--- config.mk ---
export PLATFORM = sky130hd
export DESIGN_NAME = wtag_frac
export DESIGN_NICKNAME = d
export VERILOG_FILES = /design/src/rtl/core/wall_texel_address_generator_macros.svh /design/src/rtl/core/wtag_pkg.sv /design/src/rtl/core/wtag_frac.sv
export SDC_FILE = /design/constraint.sdc
export NUM_CORES = 1
export LEC_CHECK = 0
export BUFFER_PORTS_ARGS = -buffer_cell sky130_fd_sc_hd__buf_2
export CAP_MARGIN = 0
export CORE_MARGIN = 3
export CORE_UTILIZATION = 50
export DETAILED_ROUTE_END_ITERATION = 6
export PLACE_DENSITY = 0.71
export SETUP_SLACK_MARGIN = 0.5
export SLEW_MARGIN = 20
export SYNTH_ARGS = -nofsm -noshare
export SYNTH_HDL_FRONTEND = slang
export SYNTH_SLANG_ARGS = --single-unit
--- constraint.sdc ---
create_clock -name clk -period 4.6 [get_ports clk]
set_input_delay 0.23 -clock clk [delete_from_list [all_inputs] [get_ports clk]]
set_output_delay 0.23 -clock clk [all_outputs]
set_load 0.03 [all_outputs]
--- src/rtl/core/wall_texel_address_generator_macros.svh ---
// assertion helpers, clocked on clk and disabled while rst_n is low
`ifndef WALL_TEXEL_ADDRESS_GENERATOR_MACROS_SVH
`define WALL_TEXEL_ADDRESS_GENERATOR_MACROS_SVH

// same-cycle implication
`define WTAG_ASSERT_IMP(lbl, ante, cons, msg) \
  lbl: assert property (@(posedge clk) disable iff (!rst_n) (ante) |-> (cons)) \
    else $error(msg);

// implication on the next cycle
`define WTAG_ASSERT_NEXT(lbl, ante, cons, msg) \
  lbl: assert property (@(posedge clk) disable iff (!rst_n) (ante) |=> (cons)) \
    else $error(msg);

`endif

--- src/rtl/core/wtag_pkg.sv ---
package wtag_pkg;

  // field widths
  localparam int HIT_W      = 24;
  localparam int SIDE_W     = 3;
  localparam int SEL_W      = 2;
  localparam int WH_W       = 16;
  localparam int PR_W       = 16;
  localparam int TEX_W      = 11;
  localparam int IDX_W      = 21;
  localparam int CFG_IDX_W  = 3;
  localparam int NUM_SIDES  = 4;
  localparam int FRAC_BITS  = 8;
  localparam int HH_W       = HIT_W - FRAC_BITS;

  // defaults
  localparam int SCREEN_HEIGHT_DEF = 512;
  localparam int TILE_SIZE_DEF     = 64;
  localparam logic [TEX_W-1:0] TEX_RESET = TEX_W'(64);

  // side codes
  localparam logic [SIDE_W-1:0] SIDE_NORTH = 3'd0;
  localparam logic [SIDE_W-1:0] SIDE_SOUTH = 3'd1;
  localparam logic [SIDE_W-1:0] SIDE_WEST  = 3'd2;
  localparam logic [SIDE_W-1:0] SIDE_EAST  = 3'd3;

  // register index = {side, height flag}
  localparam int CFG_HEIGHT_BIT = 0;

  // row numerator 2*row - H + wh, and its product with the texture height
  localparam int N1_W    = 19;
  localparam int N2_W    = N1_W + TEX_W + 1;
  // divider: quotient magnitude and divisor 2*wh
  localparam int Q_W     = 28;
  localparam int D_W     = WH_W + 1;
  localparam int ROW_W   = Q_W + 1;
  localparam int AREA_W  = 2 * TEX_W;
  localparam int A_W     = ROW_W + TEX_W + 1;
  localparam int FRAC_LAT = 5;

  typedef struct packed {
    logic               vld;
    logic               neg;
    logic [D_W-1:0]     d;
    logic [D_W+Q_W-1:0] rq;   // partial remainder above, numerator / quotient below
  } div_t;

  typedef struct packed {
    logic              bad;
    logic [SEL_W-1:0]  sel;
    logic [TEX_W-1:0]  tw;
    logic [AREA_W-1:0] area;
    logic              wz;
    logic              pr_lt;
  } sb_t;

endpackage

--- src/rtl/core/wtag_frac.sv ---
module wtag_frac #(
  parameter int TILE_SIZE = wtag_pkg::TILE_SIZE_DEF
) (
  input  logic                         clk,
  input  logic [wtag_pkg::HH_W-1:0]    hh_i,
  input  logic [wtag_pkg::FRAC_BITS-1:0] lo8_i,
  input  logic [wtag_pkg::TEX_W-1:0]   tw_i,
  output logic [wtag_pkg::TEX_W-1:0]   lo_o,
  output logic [wtag_pkg::TEX_W-1:0]   hi_o
);
  import wtag_pkg::*;

  localparam int LOG_T = $clog2(TILE_SIZE);
  localparam int MH_W  = (LOG_T > 0) ? LOG_T : 1;
  localparam int M_W   = MH_W + FRAC_BITS;
  localparam int F_W   = M_W + TEX_W;
  localparam int X_W   = F_W - FRAC_BITS;
  // exact reciprocals: ceil(2^S / T) with S = width + ceil(log2 T)
  localparam int S_H   = HH_W + LOG_T;
  localparam int S_F   = X_W + LOG_T;
  localparam logic [63:0] RH_FULL = ((64'd1 << S_H) + 64'(TILE_SIZE) - 64'd1) / 64'(TILE_SIZE);
  localparam logic [63:0] RF_FULL = ((64'd1 << S_F) + 64'(TILE_SIZE) - 64'd1) / 64'(TILE_SIZE);
  localparam logic [HH_W:0] R_H  = RH_FULL[HH_W:0];
  localparam logic [X_W:0]  R_F  = RF_FULL[X_W:0];
  localparam logic [F_W-1:0] D_M1 = F_W'(TILE_SIZE * 256 - 1);

  logic [2*HH_W:0]      ph;
  logic [HH_W-1:0]      qh_nxt, qh_r, hh_a_r;
  logic [FRAC_BITS-1:0] lo8_a_r;
  logic [TEX_W-1:0]     tw_a_r, tw_b_r;
  logic [HH_W-1:0]      mh_full;
  logic [M_W-1:0]       m_nxt, m_r;
  logic [F_W-1:0]       f_r, fc;
  logic [X_W-1:0]       xlo_r, xhi_r;
  logic [2*X_W:0]       plo, phi;
  logic [TEX_W-1:0]     lo_r, hi_r;

  always_comb begin
    ph      = hh_i * R_H;
    qh_nxt  = HH_W'(ph >> S_H);
    mh_full = hh_a_r - HH_W'(qh_r * TILE_SIZE);
    m_nxt   = {mh_full[MH_W-1:0], lo8_a_r};
    fc      = f_r + D_M1;
    plo     = xlo_r * R_F;
    phi     = xhi_r * R_F;
  end

  // floor and ceiling of m*tw over the tile size in raw units
  always_ff @(posedge clk) begin
    qh_r    <= qh_nxt;
    hh_a_r  <= hh_i;
    lo8_a_r <= lo8_i;
    tw_a_r  <= tw_i;
    m_r     <= m_nxt;
    tw_b_r  <= tw_a_r;
    f_r     <= m_r * tw_b_r;
    xlo_r   <= f_r[F_W-1:FRAC_BITS];
    xhi_r   <= fc[F_W-1:FRAC_BITS];
    lo_r    <= TEX_W'(plo >> S_F);
    hi_r    <= TEX_W'(phi >> S_F);
  end

  assign lo_o = lo_r;
  assign hi_o = hi_r;

endmodule

==> Yosys cells after proc, flatten, opt, wreduce, memory -nomap -nowiden <==
Cells that the tools add are included.
{ "classes": {"addsub": 2, "mul": 1} }
{ "op_table": {"columns": ["op", "n"], "rows": [
  ["$add 25x14->25 const B", 1],
  ["$mul 14x11->25", 1],
  ["$sub 6x1->6 const B", 1]
]} }
{ "totals": {"inputBits": 36, "word_cells": 13, "regBits": 131, "output_inout_bits": 22} }

==> Depth between registers and ports, before layout <==
{ "logic_depth": {"word_depth": 1, "mapped_depth": 20, "depth_no_buf": 18} }

==> Worst setup path after synthesis <==
Ideal clock, no wire load.
{ "synth_timing": {"path_kind": "reg2reg", "from": "register tw_b_r[2]", "to": "register f_r[19]", "period_less_slack_ns": 5.056, "n_path_buf": 2, "slack_ns": -0.456, "stages_incl_launch_ff": 19, "t_required_ns": 4.528, "arrival_ns": 4.984, "path_cell_list": "dfxtp_1 clkbuf_1 nand2_1 fa_1 fa_1 inv_1 fa_1 fa_1 inv_1 fa_1 inv_1 ha_1 clkbuf_1 a41o_1 a21oi_1 nor2_1 or4b_1 a21oi_2 xnor2_1"} }
{ "synth_via": {"elab_chain_len": 1} }
{ "synth_rtl": {"columns": ["item", "line", "text"], "rows": [
  ["start, declared", "wtag_frac.sv:30", "logic [TEX_W-1:0] tw_a_r, tw_b_r;"],
  ["start signal, assigned", "wtag_frac.sv:55", "tw_b_r <= tw_a_r;"],
  ["$mul 14x11->25", "wtag_frac.sv:56", "f_r <= m_r * tw_b_r;"],
  ["end signal, assigned", "wtag_frac.sv:56", null],
  ["end, declared", "wtag_frac.sv:33", "logic [F_W-1:0] f_r, fc;"]
]} }
No other way between the ends.

==> Worst setup path in the final report <==
{ "layout_timing": {"from": "register m_r[4]", "to": "register f_r[19]"} }
{ "layout_via": {"elab_chain_len": 1} }
{ "layout_rtl": {"columns": ["item", "line", "text"], "rows": [
  ["start, declared", "wtag_frac.sv:32", "logic [M_W-1:0] m_nxt, m_r;"],
  ["start signal, assigned", "wtag_frac.sv:54", "m_r <= m_nxt;"],
  ["$mul 14x11->25", "wtag_frac.sv:56", null]
]} }
No other way between the ends.

==> results by group <==
Worst setup path
  – Start point of the critical path: m_r[4]
  – Critical path capture point type: flop
  – Series of cell instances along the critical path: buf_6 -> and2_1 -> fa_1 -> fa_1 -> fa_2 -> fa_1 -> inv_1 -> fa_1 -> inv_2 -> ha_4 -> a41o_1 -> a21oi_2 -> nor2_1 -> or4b_1 -> a21oi_2 -> xnor2_1
  – Arrival @ worst endpoint: 5130 ps
  – R2R Setup Slk: -180 ps
  – Stage delay of the slowest cell on the critical path: ~600 ps
  – Reg-to-Reg End: f_r[19]
  – Path depth of the worst reg2reg path: 16
  – Required time at the worst-slack endpoint: 4950 ps
  – Worst setup path category: reg -> reg
  – Critical register-to-register path startpoint: m_r[4]
  – Max stage delay cell, worst path: fa_1
  – Element type at the critical path start: flop
  – Most Frequent Cell on Critical Path: fa_1
  – Largest fanout on the critical path: 4

Layout
  – Area occupied by multi-input gates: ~5300 sq um
  – Number of inserted diodes: 0
  – Sequential standard cell area: between 2000 and 2500 sq um
  – Layout cells sized above 1: roughly a third
  – Net count of the finished layout: 1,163
  – Final cell count without fillers: ~1,200
  – P&R area growth vs syn: 36.4%
  – Number of fill cells in the layout: between 1,000 and 1,500

Place
  – Instance count after placement with tap cells included: 1,062
  – Port Buffer Count: 47
  – HPWL after DPL: 12,600 um
  – Final weighted congestion in routability-driven placement: 0.874
  – Post-placement setup slack: -308 ps

Die
  – Total I/O pin count: 58
  – Floorplan Core Area: 14,900 sq um
  – Die Outline Area: 17,000 sq um
  – Initial cell density of the core: a little over half
  – Die width: 130 um
  – DIE HEIGHT: about 130 um
  – FP Rows: 44

STA
  – Final critical-path share of the clock period: 104%
  – Time the worst path needs with I/O delays and setup: approximately 4800 ps
  – Setup TNS: -705 ps
  – Actual slew at the worst max-slew pin: 606 ps
  – Final slew viol count: 0
  – F_max: 209 MHz
  – Worst slew slack as a fraction of its limit: 59.2%
  – Largest clock skew in the final design: ~6.2 ps
  – Final setup violation count: 7
  – Setup repair after global routing missed its margin: true
  – Setup WS post-layout: -178 ps
  – Count of final hold-check violations: 0

Global routing
  – Total GRT Usage: 21.7%
  – Antenna violations before repair: 0
  – Remaining global-route overflow: 0
  – Largest net degree at the start of global routing: 17
  – Vias in the first global route: 6,256
  – Wire length of the first global-routing pass: 28,800 um

Drt
  – Via-to-Cell Ratio: 4.99
  – WL/cell: about 15 um
  – Number of nets still failing antenna checks after routing: 0
  – First-iteration detailed-routing DRC count: 284
  – Drc violations: 0
  – Total detailed-routing wirelength: about 17,000 um
  – Number of search-and-repair iterations in the first detailed-routing pass: 4
  – Vias after detailed routing: 5,761

CTS
  – Insertion delay to the later sink of the worst-skew pair: 410 ps
  – Clk slew on worst S/H paths: 60 ps
  – Root Driver: clkbuf_16
  – Maximum root-to-sink buffer count: 2
  – Cts bufs inserted: 17
  – Number of levels the H-tree was split into: 4
  – CTS tree: yes
  – Sink Count: 119

Logic synthesis
  – Post-synth ARST share: 0%
  – Post-synth top area share: a little under a third
  – Average footprint of a synthesized cell: 10.0 sq um
  – Yosys warnings: 0
  – Most used flip-flop cell after synthesis: dfxtp_1
  – Cell area after synthesis: roughly 7700 sq um
  – Register bit total from synthesis: 119
  – Number of distinct library cells after synthesis: 47
  – Biggest area contributors in the synthesized netlist: dfxtp_1 31%, fa_1 28%, ha_1 10%
  – Post-synth EDFFs: 0
  – Share of synthesized area occupied by flip-flops and latches: 30.8%
  – Dominant cell type by area after synthesis: dfxtp_1
  – Net Count, Synth: 978
  – Gate Count Post-Synth: 772

Run status
  – Outcome: finished with violations
  – Violated checks: setup timing

Worst hold path
  – Hold depth: 0
  – Endpoint of the worst hold path: m_r[7]
  – Path class of the lowest-slack min-delay path: reg -> reg
  – Start point of the worst min-delay path: lo8_a_r[7]

Pwr
  – Power share of the clock group: 15.0%
  – Fraction of power consumed by sequential logic: 17.0%
  – Internal power: between 0.005 and 0.006 W
  – Peak VDD IR: 546 uV
  – Switching power total: 0.00363 W
  – Cell leakage power: 5.09 nW
  – Net Sw Frac: 40.5%
  – Total power density per cell area: ~850 nW/um^2
  – Portion of total power attributed to combinational logic: 68.0%

Flow run
  – Number of violations of the max-capacitance limit: 0
-- repair_timing --
action                                  4_1_cts  5_1_grt
hold buffers                                 25        0
resized for setup                            89       61
endpoints found under the hold margin        25        0
setup buffers                                19       16
pin swaps                                    45       51
endpoints found under the setup margin       17       17
-- synth_stat cells (3+ instances only) --
| master | number |
|---|---|
| xor2_1 | 10 |
| a211oi_1 | 5 |
| a21oi_1 | 19 |
| nand3_1 | 8 |
| dfxtp_1 | 119 |
| nand4_1 | 4 |
| o21ai_0 | 9 |
| o21a_1 | 5 |
| a21o_1 | 4 |
| ha_1 | 63 |
| nor3_1 | 8 |
| fa_1 | 107 |
| and2_1 | 76 |
| nor4_1 | 3 |
| inv_1 | 127 |
| nand2_1 | 100 |
| xnor2_1 | 18 |
| o211ai_1 | 3 |
| clkbuf_1 | 32 |
| nor2_1 | 20 |
| and3_1 | 4 |
-- through the flow --
step | hold WS, ps | util [%] | power, W | cell area, sq um
final | 324 | 71.1 | 0.00898 | 10600
after global routing | 329 | 71.1 | 0.00969 | 10600
after CTS | 325 | 69.1 | 0.00856 | 10300
after detailed placement | 312 | 60.0 | 0.00651 | 8920
after global placement | 310 | 60.0 | 0.00638 | 8920
after floorplan | 258 | - | 0.00486 | 8020
-- cell families (layout without fill, tap and decap cells) --
kind of cell / count (synthesis) / after routing / synth area share, %
buffers and inverters: 159 / 357 / 7.71
and+or+nand+nor: 232 / 232 / 14.9
AOI/OAI and AO/OA: 63 / 63 / 5.53
DFF: 119 / 119 / 30.8
muxes: 1 / 1 / 0.129
adders and majority gates: 170 / 170 / 37.8
xor gates and xnor gates: 28 / 28 / 3.17
-- state kept, by name, indices dropped and copies added, names as in the netlist --
name	cells
f_r	25
m_r	14
hi_o	11
lo_o	11
tw_a_r	11
tw_b_r	11
xhi_r	11
xlo_r	11
lo8_a_r	8
hh_a_r	6
-- power by group through the flow --
stage | sequential (W) | clock [W] | combinational [W]
final | 0.00152 | 0.00135 | 0.00610
after floorplan | 0.00171 | 0 | 0.00316
after global routing | 0.00156 | 0.00143 | 0.00670
after global placement | 0.00153 | 0 | 0.00485
after detailed placement | 0.00155 | 0 | 0.00496
after CTS | 0.00153 | 0.00139 | 0.00564
-- placed cells by master, fill, tap and decap left out, types with 10 or more instances in the layout --
cell | Yosys | layout
a21oi_1 | 19 | 10
and2_1 | 76 | 67
buf_2 | 0 | 47
buf_4 | 0 | 100
buf_6 | 0 | 24
clkbuf_16 | 0 | 17
dfxtp_1 | 119 | 100
dfxtp_4 | 0 | 13
dlygate4sd3_1 | 0 | 25
fa_1 | 107 | 95
fa_2 | 0 | 12
ha_1 | 63 | 46
ha_4 | 0 | 15
inv_1 | 127 | 111
inv_2 | 0 | 16
nand2_1 | 100 | 82
nand2_2 | 0 | 11
nor2_1 | 20 | 16
xnor2_1 | 18 | 18
xor2_1 | 10 | 10
-- worst max-delay path: cells and delay by family (launching register included) --
| family | cells | cell delay, ps |
|---|---|---|
| and+or+nand+nor | 3 | 740 |
| DFF | 1 | 360 |
| AOI/OAI and AO/OA | 3 | 530 |
| xor gates and xnor gates | 1 | 110 |
| adders and majority gates | 6 | 2750 |
| buffers and inverters | 3 | 210 |
-- how the worst max path moves through the flow --
stage               endpoint  slack [ps]  cells past startpoint
finish               f_r[19]        -180                     16
detailed placement   f_r[19]        -310                     16
global route         f_r[19]        -330                     16
global placement     f_r[19]        -190                     16
floorplan            f_r[19]        -140                     17
CTS                  f_r[19]        -110                     17
-- area by class of cell --
type / instances / share of cell area [%]
Clock buffer: 17 / 4.03
Clock inverter: 15 / 1.80
Inverter: 127 / 4.51
Multi-Input combinational cell: 494 / 49.8
Sequential cell: 119 / 23.1
Tap cell: 184 / 2.18
Timing Repair Buffer: 198 / 14.6
-- routing by layer --
layer / part of all wire [%] / global-route usage, %
met4: 3.5 / 9.13
met2: 51 / 38.4
met5: 0 / 0
met3: 3.5 / 4.11
met1: 42 / 26.0
Note: power is estimated with default switching activity, not from simulation.
