[config.mk]
export PLATFORM = sky130hd
export DESIGN_NAME = wtag_div_cell
export DESIGN_NICKNAME = d
export VERILOG_FILES = /design/src/rtl/core/wall_texel_address_generator_macros.svh /design/src/rtl/core/wtag_pkg.sv /design/src/rtl/core/wtag_div_cell.sv
export SDC_FILE = /design/constraint.sdc
export NUM_CORES = 1
export LEC_CHECK = 0
export BUFFER_PORTS_ARGS = -buffer_cell sky130_fd_sc_hd__buf_2
export CAP_MARGIN = 20
export CELL_PAD_IN_SITES_DETAIL_PLACEMENT = 1
export CELL_PAD_IN_SITES_GLOBAL_PLACEMENT = 1
export CORE_MARGIN = 1
export CORE_UTILIZATION = 33
export DETAILED_ROUTE_END_ITERATION = 16
export PLACE_DENSITY_LB_ADDON = 0.1
export SYNTH_ARGS = -nofsm -noshare
export SYNTH_HDL_FRONTEND = slang
export SYNTH_SLANG_ARGS = --single-unit
[constraint.sdc]
create_clock -name clk -period 3.3 [get_ports clk]
set_input_delay 0.495 -clock clk [delete_from_list [all_inputs] [get_ports clk]]
set_output_delay 0.495 -clock clk [all_outputs]
set_load 0.1 [all_outputs]
[src/rtl/core/wall_texel_address_generator_macros.svh]
// assertion helpers, clocked on clk and disabled while rst_n is low
`ifndef WALL_TEXEL_ADDRESS_GENERATOR_MACROS_SVH
`define WALL_TEXEL_ADDRESS_GENERATOR_MACROS_SVH

// same-cycle implication
`define WTAG_ASSERT_IMP(lbl, ante, cons, msg) \
  lbl: assert property (@(posedge clk) disable iff (!rst_n) (ante) |-> (cons)) \
    else $error(msg);

// implication on the next cycle
`define WTAG_ASSERT_NEXT(lbl, ante, cons, msg) \
  lbl: assert property (@(posedge clk) disable iff (!rst_n) (ante) |=> (cons)) \
    else $error(msg);

`endif

[src/rtl/core/wtag_pkg.sv]
package wtag_pkg;

  // field widths
  localparam int HIT_W      = 24;
  localparam int SIDE_W     = 3;
  localparam int SEL_W      = 2;
  localparam int WH_W       = 16;
  localparam int PR_W       = 16;
  localparam int TEX_W      = 11;
  localparam int IDX_W      = 21;
  localparam int CFG_IDX_W  = 3;
  localparam int NUM_SIDES  = 4;
  localparam int FRAC_BITS  = 8;
  localparam int HH_W       = HIT_W - FRAC_BITS;

  // defaults
  localparam int SCREEN_HEIGHT_DEF = 512;
  localparam int TILE_SIZE_DEF     = 64;
  localparam logic [TEX_W-1:0] TEX_RESET = TEX_W'(64);

  // side codes
  localparam logic [SIDE_W-1:0] SIDE_NORTH = 3'd0;
  localparam logic [SIDE_W-1:0] SIDE_SOUTH = 3'd1;
  localparam logic [SIDE_W-1:0] SIDE_WEST  = 3'd2;
  localparam logic [SIDE_W-1:0] SIDE_EAST  = 3'd3;

  // register index = {side, height flag}
  localparam int CFG_HEIGHT_BIT = 0;

  // row numerator 2*row - H + wh, and its product with the texture height
  localparam int N1_W    = 19;
  localparam int N2_W    = N1_W + TEX_W + 1;
  // divider: quotient magnitude and divisor 2*wh
  localparam int Q_W     = 28;
  localparam int D_W     = WH_W + 1;
  localparam int ROW_W   = Q_W + 1;
  localparam int AREA_W  = 2 * TEX_W;
  localparam int A_W     = ROW_W + TEX_W + 1;
  localparam int FRAC_LAT = 5;

  typedef struct packed {
    logic               vld;
    logic               neg;
    logic [D_W-1:0]     d;
    logic [D_W+Q_W-1:0] rq;   // partial remainder above, numerator / quotient below
  } div_t;

  typedef struct packed {
    logic              bad;
    logic [SEL_W-1:0]  sel;
    logic [TEX_W-1:0]  tw;
    logic [AREA_W-1:0] area;
    logic              wz;
    logic              pr_lt;
  } sb_t;

endpackage

[src/rtl/core/wtag_div_cell.sv]
module wtag_div_cell (
  input  logic           clk,
  input  logic           rst_n,
  input  wtag_pkg::div_t cell_i,
  output wtag_pkg::div_t cell_o
);
  import wtag_pkg::*;

  div_t           cell_r;
  logic [D_W:0]   top;
  logic [D_W:0]   diff;
  logic           ge;
  logic [D_W-1:0] rem;

  // one restoring step: bring down the next numerator bit, try the divisor
  always_comb begin
    top  = cell_i.rq[D_W+Q_W-1:Q_W-1];
    diff = top - {1'b0, cell_i.d};
    ge   = top >= {1'b0, cell_i.d};
    rem  = ge ? diff[D_W-1:0] : top[D_W-1:0];
  end

  always_ff @(posedge clk) begin
    if (!rst_n) begin
      cell_r.vld <= 1'b0;
    end else begin
      cell_r.vld <= cell_i.vld;
    end
    cell_r.neg <= cell_i.neg;
    cell_r.d   <= cell_i.d;
    cell_r.rq  <= {rem, cell_i.rq[Q_W-2:0], ge};
  end

  assign cell_o = cell_r;

endmodule

# --- After elaboration in Yosys (flattened, before gate mapping) ---
# Index checks and enable logic that the tools add are counted.
op_classes:
  mux: 1
  add_sub_neg: 1
  magnitude_cmp: 1
ops:
  columns: ["cell", "n"]
  rows:
  - ["$ge 18x17->1", 1]
  - ["$mux 17", 1]
  - ["$sub 17x17->17", 1]
totals:
  regBits: 64
  out_inout_bits: 64
  input_bits: 66

# --- Longest topological paths before layout ---
# Gate-level depths: netlist of the first run.
depth:
  word_depth: 2
  mapped_depth: 12
  ltp_nobuf: 11

# --- Least setup slack after synthesis of the first run ---
# OpenSTA, ideal clock, no wires.
synth_path:
  path_kind: "input-to-reg"
  start: "input cell_i[27] (netlist name)"
  end: "register cell_r, in the netlist cell_o[31]"
  setup_time_ps: 121
  arrival_time_ps: 2342
  required_time_ps: 3179
  path_slack_ps: 836
  stages: 12
  cell_sequence: "inv_1 ha_1 inv_1 fa_1 a21oi_1 or3_4 a21oi_4 o21bai_4 and2_4 buf_12 inv_12 mux2_4"
synth_between:
  elab_chain_cells: 2
  word_cells_on_any_way: 3
  cone_classes: "add/sub: 1; order compare: 1; mux: 1"
synth_rtl:
  columns: ["element", "line_no", "source"]
  rows:
  - ["start: declaration", "wtag_div_cell.sv:4", "input wtag_pkg::div_t cell_i,"]
  - ["$ge 18x17->1", "wtag_div_cell.sv:19", "ge = top >= {1'b0, cell_i.d};"]
  - ["net ge", "wtag_div_cell.sv:12", "logic ge;"]
  - ["$mux 17", "wtag_div_cell.sv:20", "rem = ge ? diff[D_W-1:0] : top[D_W-1:0];"]
  - ["net rem[3]", "wtag_div_cell.sv:13", "logic [D_W-1:0] rem;"]
  - ["end: declaration", "wtag_div_cell.sv:9", "div_t cell_r;"]
# The timed path passes the listed nets, and every way through them passes these cells.
# A chain may end at the register's enable or synchronous reset.

# --- Final worst setup path of the first run ---
layout_path:
  start: "input cell_i[27] (netlist name)"
  end: "register cell_r, in the netlist cell_o[37]"
# Same word-level chain as after synthesis.

==> results of run 1 <==
==> area by class of cell <==
| cell class | instances | share of cell area, % |
|---|---|---|
| repair buffers | 129 | 18.9 |
| multi-input cells | 129 | 31.3 |
| flip-flops and latches | 64 | 37.5 |
| well taps | 99 | 3.63 |
| clock buffers | 9 | 3.63 |
| inverters | 23 | 2.89 |
| clock inverters | 7 | 2.09 |
==> where the power goes <==
part,switching (mW),leakage (nW),internal (mW)
Clock,0.318,0.0916,0.348
Sequential,0.0165,0.540,0.846
Combinational,0.709,1.09,0.194
==> synth_stat cells, types with 2 or more instances <==
cell type / instances
inv_1: 22
nor3_1: 4
xnor2_1: 8
dfxtp_1: 64
nand2b_1: 3
a21boi_0: 3
o21bai_1: 2
nand2_1: 9
o21ai_0: 7
xor2_1: 3
mux2_4: 10
a21oi_1: 13
ha_1: 17
o31ai_2: 3
o2bb2ai_1: 2
nor2_1: 6
a21o_1: 3
o21a_1: 2
and2_1: 4
nand3_1: 7
==> logic make-up (layout without fill, tap and decap cells) <==
logic type | count (synthesis) | in the layout
AOI/OAI and AO/OA | 47 | 47
xor gates and xnor gates | 11 | 11
adders and majority gates | 18 | 18
buffers and inverters | 24 | 168
DFF | 64 | 64
muxes | 11 | 11
and+or+nand+nor | 42 | 42
==> critical path, cell delays in order <==
cell	delay (ps)
buf_2	100
inv_1	50
ha_1	150
inv_1	50
fa_1	400
a21oi_1	250
or3_4	180
a21oi_4	60
o21bai_4	210
and2_4	310
inv_12	70
mux2_4	300
==> final timing paths <==
| check | end | cells past startpoint | slack [ps] | from |
|---|---|---|---|---|
| worst min-delay path | cell_o[15] | 1 | 250 | cell_i[14] |
| worst max-delay path | cell_o[37] | 12 | 890 | cell_i[27] |
==> routing by layer <==
layer / share of wire, % / vias to the layer above / global-route usage [%]
met5: 0 / - / 0
met3: 9.4 / 7 / 6.25
met2: 47 / 87 / 25.6
met4: 1.2 / 0 / 5.28
met1: 42 / 938 / 18.3
li1: - / 1030 / -
==> metrics by stage <==
step / power [mW] / area (µm²) / hold WS [ps]
after global routing: 2.54 / 3410 / 231
after global placement: 1.78 / 3220 / 597
after CTS: 2.46 / 3410 / 239
after floorplan: 1.63 / 2470 / 523
final: 2.43 / 3410 / 251
after detailed placement: 1.79 / 3220 / 599
==> results.json, run 1 <==
{
  "wl_mm": 6.06,
  "cts_hold_buf": 0,
  "drt_iter0_markers": 28,
  "htreeDepth": 3,
  "timing.fmax_mhz": 414,
  "yosysTopAreaCellShare_pct": 51.9,
  "areaGrowthSynthToFinish_pct": 38.2,
  "p_leak_nw": 1.72,
  "pre_cts_slack_ps": 536,
  "clockBufferDepth": 2,
  "p_per_area_nw_per_um2": 712,
  "synth_edf_count": 0,
  "die_h_um": 88.5,
  "min_period_over_period_pct": 73.1,
  "wl_per_cell_um": 13.2,
  "initial_core_util_pct": 34.1,
  "synthArstFlopShare_pct": 0,
  "synth_nets": 301,
  "cts_root_buf": "clkbuf_8",
  "grt_max_degree": 13,
  "post-route-util_pct": 47.1,
  "seq_area_um2": 1280,
  "n_antenna_cell": 0,
  "setup_viol": 0,
  "synth_flop_cell": "dfxtp_1",
  "syn_area_um2": 2470,
  "ir_drop_uv": 223,
  "io_pins": 130,
  "place_hpwl_mm": 4.85,
  "yosys_register_bits": 64,
  "grt_pass1_wl_mm": 9.11,
  "drv_cap": 0,
  "largest_register_ffs": 64,
  "grt_pass1_vias": 1889,
  "tightestPinTransition_ps": 498,
  "numCtsBuffers": 9,
  "post_cts_buffers": 0,
  "coreArea_um2": 7250,
  "synthCells": 217,
  "antenna_found_initial": 0,
  "clk_pin_slew_ps": 80,
  "slew_viol_final": 0,
  "min_period_ps": 2410,
  "fillCellCount": 890,
  "yosysWarnings": 0,
  "path_class": "in -> reg",
  "layout.nets": 440,
  "syn_avg_cell_area_um2": 11.4,
  "final_cell_mix": "buf_2, dfxtp_1, inv_1",
  "ant_nets": 0,
  "yosys-mux-area-fraction_pct": 6.48,
  "worst_setup_path_start_kind": "input port",
  "synth-compound-area-share_pct": 14.3,
  "crit_fanout": 10,
  "fin_ws_ps": 886,
  "yosysSeqAreaShare_pct": 51.9,
  "clock-sinks": 64,
  "synth_xor_area_share_pct": 3.90,
  "synth_fa_ha_area_share_pct": 9.42,
  "synthDistinctLibCells": 45,
  "port_buffers": 129,
  "status": "completed",
  "stdcell_count": 460,
  "hp-class": "in -> reg",
  "finalSetupTns_ps": 0,
  "die-width_um": 88.5,
  "drc": 0,
  "cts_resized": 0,
  "via_count": 2062,
  "cts_tree": "yes",
  "dieArea_um2": 7830,
  "crit_required_ps": 3520,
  "place.gp.congestion": 0.764,
  "placedCellCount": 444,
  "relSlewSlack_pct": 67.0,
  "hold_viol": 0,
  "grt_use_total_pct": 15.5,
  "viasPerCell": 4.48,
  "drive_above_1_share_pct": 46.3,
  "rsz0062_at_grt": "no",
  "rows": 31,
  "yosysTopAreaCell": "dfxtp_1",
  "netlist_top_cells_area": "dfxtp_1, ha_1, mux2_4",
  "grt_overflow": 0,
  "final_common_cell": "buf_2",
  "multi_input_area_um2": 1070,
  "dr.pass1.iters": 4,
  "critical_path_arrival_ps": 2630,
  "synth_top_family_by_area": "compound AO/OA/AOI/OAI gates",
  "end_kind": "register",
  "yosys.area_share.simple_pct": 9.22
}
(Power assumes the default switching activity.)
==> run 2, diff against run 1 <==
--- a/config.mk
+++ b/config.mk
@@ -5,12 +5,13 @@
 export SDC_FILE = /design/constraint.sdc
 export NUM_CORES = 1
 export LEC_CHECK = 0
+export ABC_AREA = 1
 export BUFFER_PORTS_ARGS = -buffer_cell sky130_fd_sc_hd__buf_2
 export CAP_MARGIN = 20
 export CELL_PAD_IN_SITES_DETAIL_PLACEMENT = 1
 export CELL_PAD_IN_SITES_GLOBAL_PLACEMENT = 1
 export CORE_MARGIN = 1
-export CORE_UTILIZATION = 33
+export CORE_UTILIZATION = 30
 export DETAILED_ROUTE_END_ITERATION = 16
 export PLACE_DENSITY_LB_ADDON = 0.1
 export SYNTH_ARGS = -nofsm -noshare
==> constraint.sdc (replaced) <==
create_clock -name clk -period 2 [get_ports clk]
set_input_delay 0.3 -clock clk [delete_from_list [all_inputs] [get_ports clk]]
set_output_delay 0.3 -clock clk [all_outputs]
set_load 0.1 [all_outputs]
==> run 2 against run 1 <==
Effect of this change: non-clock buffer count increased by 41; core utilization decreased by 1.8 points; total power increased by 73%; setup slack got worse by 660 ps; clock power increased by 67%; die area increased by 29%; clock-buffer cell count increased by 1; via count increased by 37%; global-route usage increased by 1.7 points; critical path type unchanged.
==> results.json, run 2 <==
{
  "synthMostInstantiatedCell": "nand2_1",
  "layout.nets": 628,
  "max_stage_delay_ps": 510,
  "numCtsBuffers": 9,
  "grt_overflow": 0,
  "fillCellCount": 1195,
  "drc": 0,
  "path_class": "in -> reg",
  "rows": 35,
  "hp-class": "in -> reg",
  "tightestPinTransition_ps": 604,
  "cp_slowest_cell": "nor3_4",
  "coreArea_um2": 9330,
  "setup_viol": 0,
  "crit_path_frequent_cell": "nand2_1",
  "synth_nets": 451,
  "status": "completed",
  "p_leak_nw": 2.44,
  "cts_hold_buf": 0,
  "p_per_area_nw_per_um2": 996,
  "antenna_found_initial": 0,
  "ir_drop_uv": 310,
  "min_period_ps": 1770,
  "synthArstFlopShare_pct": 0,
  "drt_iter0_markers": 39,
  "clock-sinks": 64,
  "yosys_register_bits": 64,
  "synthTopCellsByCount": "nand2_1, inv_1, dfxtp_1",
  "yosysSeqAreaShare_pct": 44.0,
  "port_buffers": 129,
  "crit_required_ps": 2250,
  "min_period_over_period_pct": 88.4,
  "critical_path_arrival_ps": 2010,
  "synth_edf_count": 0,
  "rsz0062_at_grt": "no",
  "grt_max_degree": 13,
  "yosysTopAreaCellShare_pct": 44.0,
  "initial_core_util_pct": 31.2,
  "placedCellCount": 662,
  "synth_flop_cell": "dfxtp_1",
  "end_kind": "register",
  "relSlewSlack_pct": 59.6,
  "dr.pass1.iters": 4,
  "wl_per_cell_um": 12.1,
  "post_cts_buffers": 0,
  "synthDistinctLibCells": 26,
  "clockBufferDepth": 2,
  "worstPathCellList": "buf_2 -> ha_1 -> nand2_1 -> nand2_2 -> clkinv_1 -> a21oi_2 -> nor3_4 -> nand2_4 -> buf_12 -> nand2_1 -> nand2_1",
  "netlist_top_cells_area": "dfxtp_1, nand2_1, inv_1",
  "worst_setup_path_start_kind": "input port",
  "yosysWarnings": 0,
  "place.gp.congestion": 0.765,
  "dpl-instance-area_um2": 4020,
  "die_h_um": 101,
  "ant_nets": 0,
  "areaGrowthSynthToFinish_pct": 44.8,
  "drive_above_1_share_pct": 42.3,
  "stdcell_count": 678,
  "cts_root_buf": "clkbuf_8",
  "grt_pass1_wl_mm": 13.6,
  "grt_use_total_pct": 17.3,
  "syn_area_um2": 2910,
  "viasPerCell": 4.18,
  "wl_mm": 8.21,
  "timing.fmax_mhz": 565,
  "dieArea_um2": 10100,
  "syn_avg_cell_area_um2": 7.94,
  "yosysTopAreaCell": "dfxtp_1",
  "crit_fanout": 11,
  "place_hpwl_mm": 7.00,
  "cts_tree": "yes",
  "die-width_um": 101,
  "htreeDepth": 3,
  "final_common_cell": "buf_2",
  "io_pins": 130,
  "holdWs_ps": 54.7,
  "hold_viol": 0,
  "slew_viol_final": 0,
  "n_antenna_cell": 0,
  "largest_register_ffs": 64,
  "synthCells": 367,
  "total_power_mw": 4.21,
  "finalSetupTns_ps": 0,
  "final_design_area_no_fill_um2": 4220,
  "grt_pass1_vias": 2923,
  "cts_resized": 0,
  "clk_pin_slew_ps": 80,
  "final_cell_mix": "buf_2, nand2_1, inv_1",
  "via_count": 2834,
  "drv_cap": 0
}
==> run 2: changes by cell type in the layout (fill, tap and decap cells not counted), moves of 4 or more <==
cell / delta
xnor2_1: -8
nand2_1: +99
xor2_1: +4
o21ai_0: -7
nand2_2: +17
a21oi_1: -4
buf_4: +38
mux2_4: -10
nand2_4: +12
inv_1: +43
nor2_2: +5
nand3_1: +22
inv_2: +4
==> run 2: report_power, final <==
group	total [mW]	internal (mW)	switching, mW
combinational	1.68	0.390	1.29
clock	1.11	0.579	0.529
sequential	1.42	1.39	0.0242
==> run 2: cell type report <==
type                       instances  area (µm²)  area share [%]
multi-input combinational        229        1330            31.4
sequential                        64        1280            30.4
timing repair buffer             170         991            23.5
inverter                          70         263            6.23
tap                              129         161            3.82
clock buffer                      10         128            3.02
clock inverter                     6        70.1            1.66
==> run 2: worst paths after layout <==
kind                       start          to  slack (ps)  depth (start not counted)
worst max-delay path  cell_i[40]  cell_o[43]         230                         11
worst min-delay path  cell_i[62]  cell_o[62]          50                          1
==> run 2: per-layer routing <==
metal,track usage [%],share of wire [%],up-vias
met2,31.6,49,97
met5,0,0,-
li1,-,-,1466
met1,19.7,43,1263
met4,4.35,0.94,0
met3,4.85,7.1,8
==> run 2: metrics by stage <==
stage | utilization [%] | setup slack [ps]
after global routing | 45.2 | 75.7
after global placement | 43.1 | -101
after floorplan | - | 266
after CTS | 45.2 | 217
final | 45.2 | 231
after detailed placement | 43.1 | -164
==> run 2: cells by family (layout without fill, tap and decap cells) <==
logic type                 count (synthesis)  in the layout  synth area share [%]
buffers and inverters                     74            256                  10.5
AOI/OAI and AO/OA                         12             12                  2.45
adders and majority gates                 18             18                  7.99
xor gates and xnor gates                   7              7                  2.10
and+or+nand+nor                          192            192                  33.0
DFF                                       64             64                  44.0
==> run 2: worst max-delay path: cells and delay by family <==
| family | cells | cell delay [ps] |
|---|---|---|
| fa+ha+maj | 1 | 350 |
| buf+inv | 3 | 360 |
| compound gates | 1 | 70 |
| simple gates | 6 | 920 |
==> run 3, diff against run 2 <==
--- a/config.mk
+++ b/config.mk
@@ -11,7 +11,7 @@
 export CELL_PAD_IN_SITES_DETAIL_PLACEMENT = 1
 export CELL_PAD_IN_SITES_GLOBAL_PLACEMENT = 1
 export CORE_MARGIN = 1
-export CORE_UTILIZATION = 30
+export CORE_UTILIZATION = 35
 export DETAILED_ROUTE_END_ITERATION = 16
 export PLACE_DENSITY_LB_ADDON = 0.1
 export SYNTH_ARGS = -nofsm -noshare
==> constraint.sdc (replaced) <==
create_clock -name clk -period 2.2 [get_ports clk]
set_input_delay 0.33 -clock clk [delete_from_list [all_inputs] [get_ports clk]]
set_output_delay 0.33 -clock clk [all_outputs]
set_load 0.1 [all_outputs]
==> run 3 against run 2 <==
Effect of this change: setup slack improved by 68 ps; largest power group unchanged; die area is 14% lower; critical path type unchanged; largest cell class unchanged; core utilization rose by 5.4 points.
==> results.json, run 3 (synthesis results as in run 2) <==
{
  "relSlewSlack_pct": 66.5,
  "switchingPower_mw": 1.67,
  "cts_resized": 0,
  "largest_register_ffs": 64,
  "initial_core_util_pct": 36.9,
  "via_count": 2827,
  "swShare_pct": 43.1,
  "grt_use_total_pct": 20.3,
  "clk_pin_slew_ps": 80,
  "multi_input_area_um2": 1330,
  "path_class": "in -> reg",
  "layout.nets": 604,
  "wl_mm": 8.39,
  "viasPerCell": 4.51,
  "min_period_over_period_pct": 86.4,
  "die-width_um": 93.2,
  "final_common_cell": "buf_2",
  "io_pins": 130,
  "coreArea_um2": 7890,
  "slew_viol_final": 0,
  "place_hpwl_mm": 6.87,
  "hold_viol": 0,
  "htreeDepth": 3,
  "worst_setup_path_start_kind": "input port",
  "drc": 0,
  "drive_above_1_share_pct": 39.6,
  "post-route-util_pct": 50.6,
  "post_cts_buffers": 0,
  "fillCellCount": 1038,
  "timing.fmax_mhz": 526,
  "grt_overflow": 0,
  "total_power_mw": 3.89,
  "ant_nets": 0,
  "p_seq_share_pct": 33.2,
  "critical_path_arrival_ps": 2130,
  "crit_fanout": 18,
  "stdcell_count": 627,
  "n_antenna_cell": 0,
  "grt_pass1_wl_mm": 13.6,
  "clkPwrFrac_pct": 29.1,
  "numCtsBuffers": 9,
  "hp-class": "in -> reg",
  "wl_per_cell_um": 13.4,
  "end_kind": "register",
  "areaGrowthSynthToFinish_pct": 37.0,
  "clockBufferDepth": 2,
  "port_buffers": 129,
  "intPower_mw": 2.21,
  "grt_max_degree": 19,
  "cts_tree": "yes",
  "dieArea_um2": 8690,
  "setup_viol": 0,
  "rows": 32,
  "clock-sinks": 64,
  "drt_iter0_markers": 52,
  "status": "completed",
  "grt_pass1_vias": 2907,
  "antenna_found_initial": 0,
  "pwr-share-comb_pct": 37.7,
  "cts_root_buf": "clkbuf_8",
  "seq_area_um2": 1280,
  "ir_drop_uv": 357,
  "tightestPinTransition_ps": 501,
  "dr.pass1.iters": 3,
  "p_per_area_nw_per_um2": 973,
  "crit_required_ps": 2430,
  "finalSetupTns_ps": 0,
  "place.gp.congestion": 0.782,
  "drv_cap": 0,
  "rsz0062_at_grt": "no",
  "min_period_ps": 1900,
  "final_cell_mix": "buf_2, nand2_1, inv_1",
  "p_leak_nw": 2.33,
  "die_h_um": 93.2,
  "placedCellCount": 611,
  "cts_hold_buf": 0
}
## run 3: changes by cell type in the layout (fill, tap and decap cells not counted)
cell        change
buf_12          -3
buf_4          -21
bufinv_16       +1
clkinv_4        -1
clkinvlp_4      -1
inv_6           +1
## run 3: critical path: stages
cell and delay [ps]:
buf_2 110, ha_1 360, nand2_2 120, inv_2 60
nand2_4 70, a21oi_2 60, nor3_4 440, nand2_4 360
nand2_1 160, nand2_1 50
## run 3: per-stage QoR
| step | worst slack [ps] | hold WS (ps) | instance area [µm²] |
|---|---|---|---|
| after floorplan | 436 | 358 | 2910 |
| after global placement | -4.94 | 432 | 3770 |
| after detailed placement | -101 | 434 | 3770 |
| after CTS | 266 | 70.8 | 3990 |
| after global routing | 155 | 57.2 | 3990 |
| final | 299 | 83.3 | 3990 |
## run 3: metal layers
layer,vias up,share of wire [%],GRT usage (%)
li1,1422,-,-
met1,1306,40,21.6
met2,91,51,37.8
met3,8,7.6,6.59
met4,0,1.1,5.90
met5,-,0,0
## run 3: cell type report
class	count	share of cell area [%]
multi-input cells	229	33.2
flip-flops and latches	64	32.1
well taps	102	3.20
clock buffers	10	3.20
clock inverters	6	2.32
inverters	70	6.58
repair buffers	146	19.4
## run 3: worst paths after layout
kind,startpoint,slack [ps],depth (start not counted),to
max,cell_i[40],300,10,cell_o[37]
min,cell_i[4],80,1,cell_o[5]
## run 3: power groups by stage
| stage | registers (mW) | clock network (mW) | logic [mW] |
|---|---|---|---|
| 2_1_floorplan | 2.10 | 0 | 0.394 |
| 4_1_cts | 1.29 | 1.16 | 1.48 |
| 5_1_grt | 1.30 | 1.23 | 1.56 |
| 6_report | 1.29 | 1.13 | 1.47 |
| 3_3_place_gp | 1.31 | 0 | 1.45 |
| 3_5_place_dp | 1.32 | 0 | 1.47 |
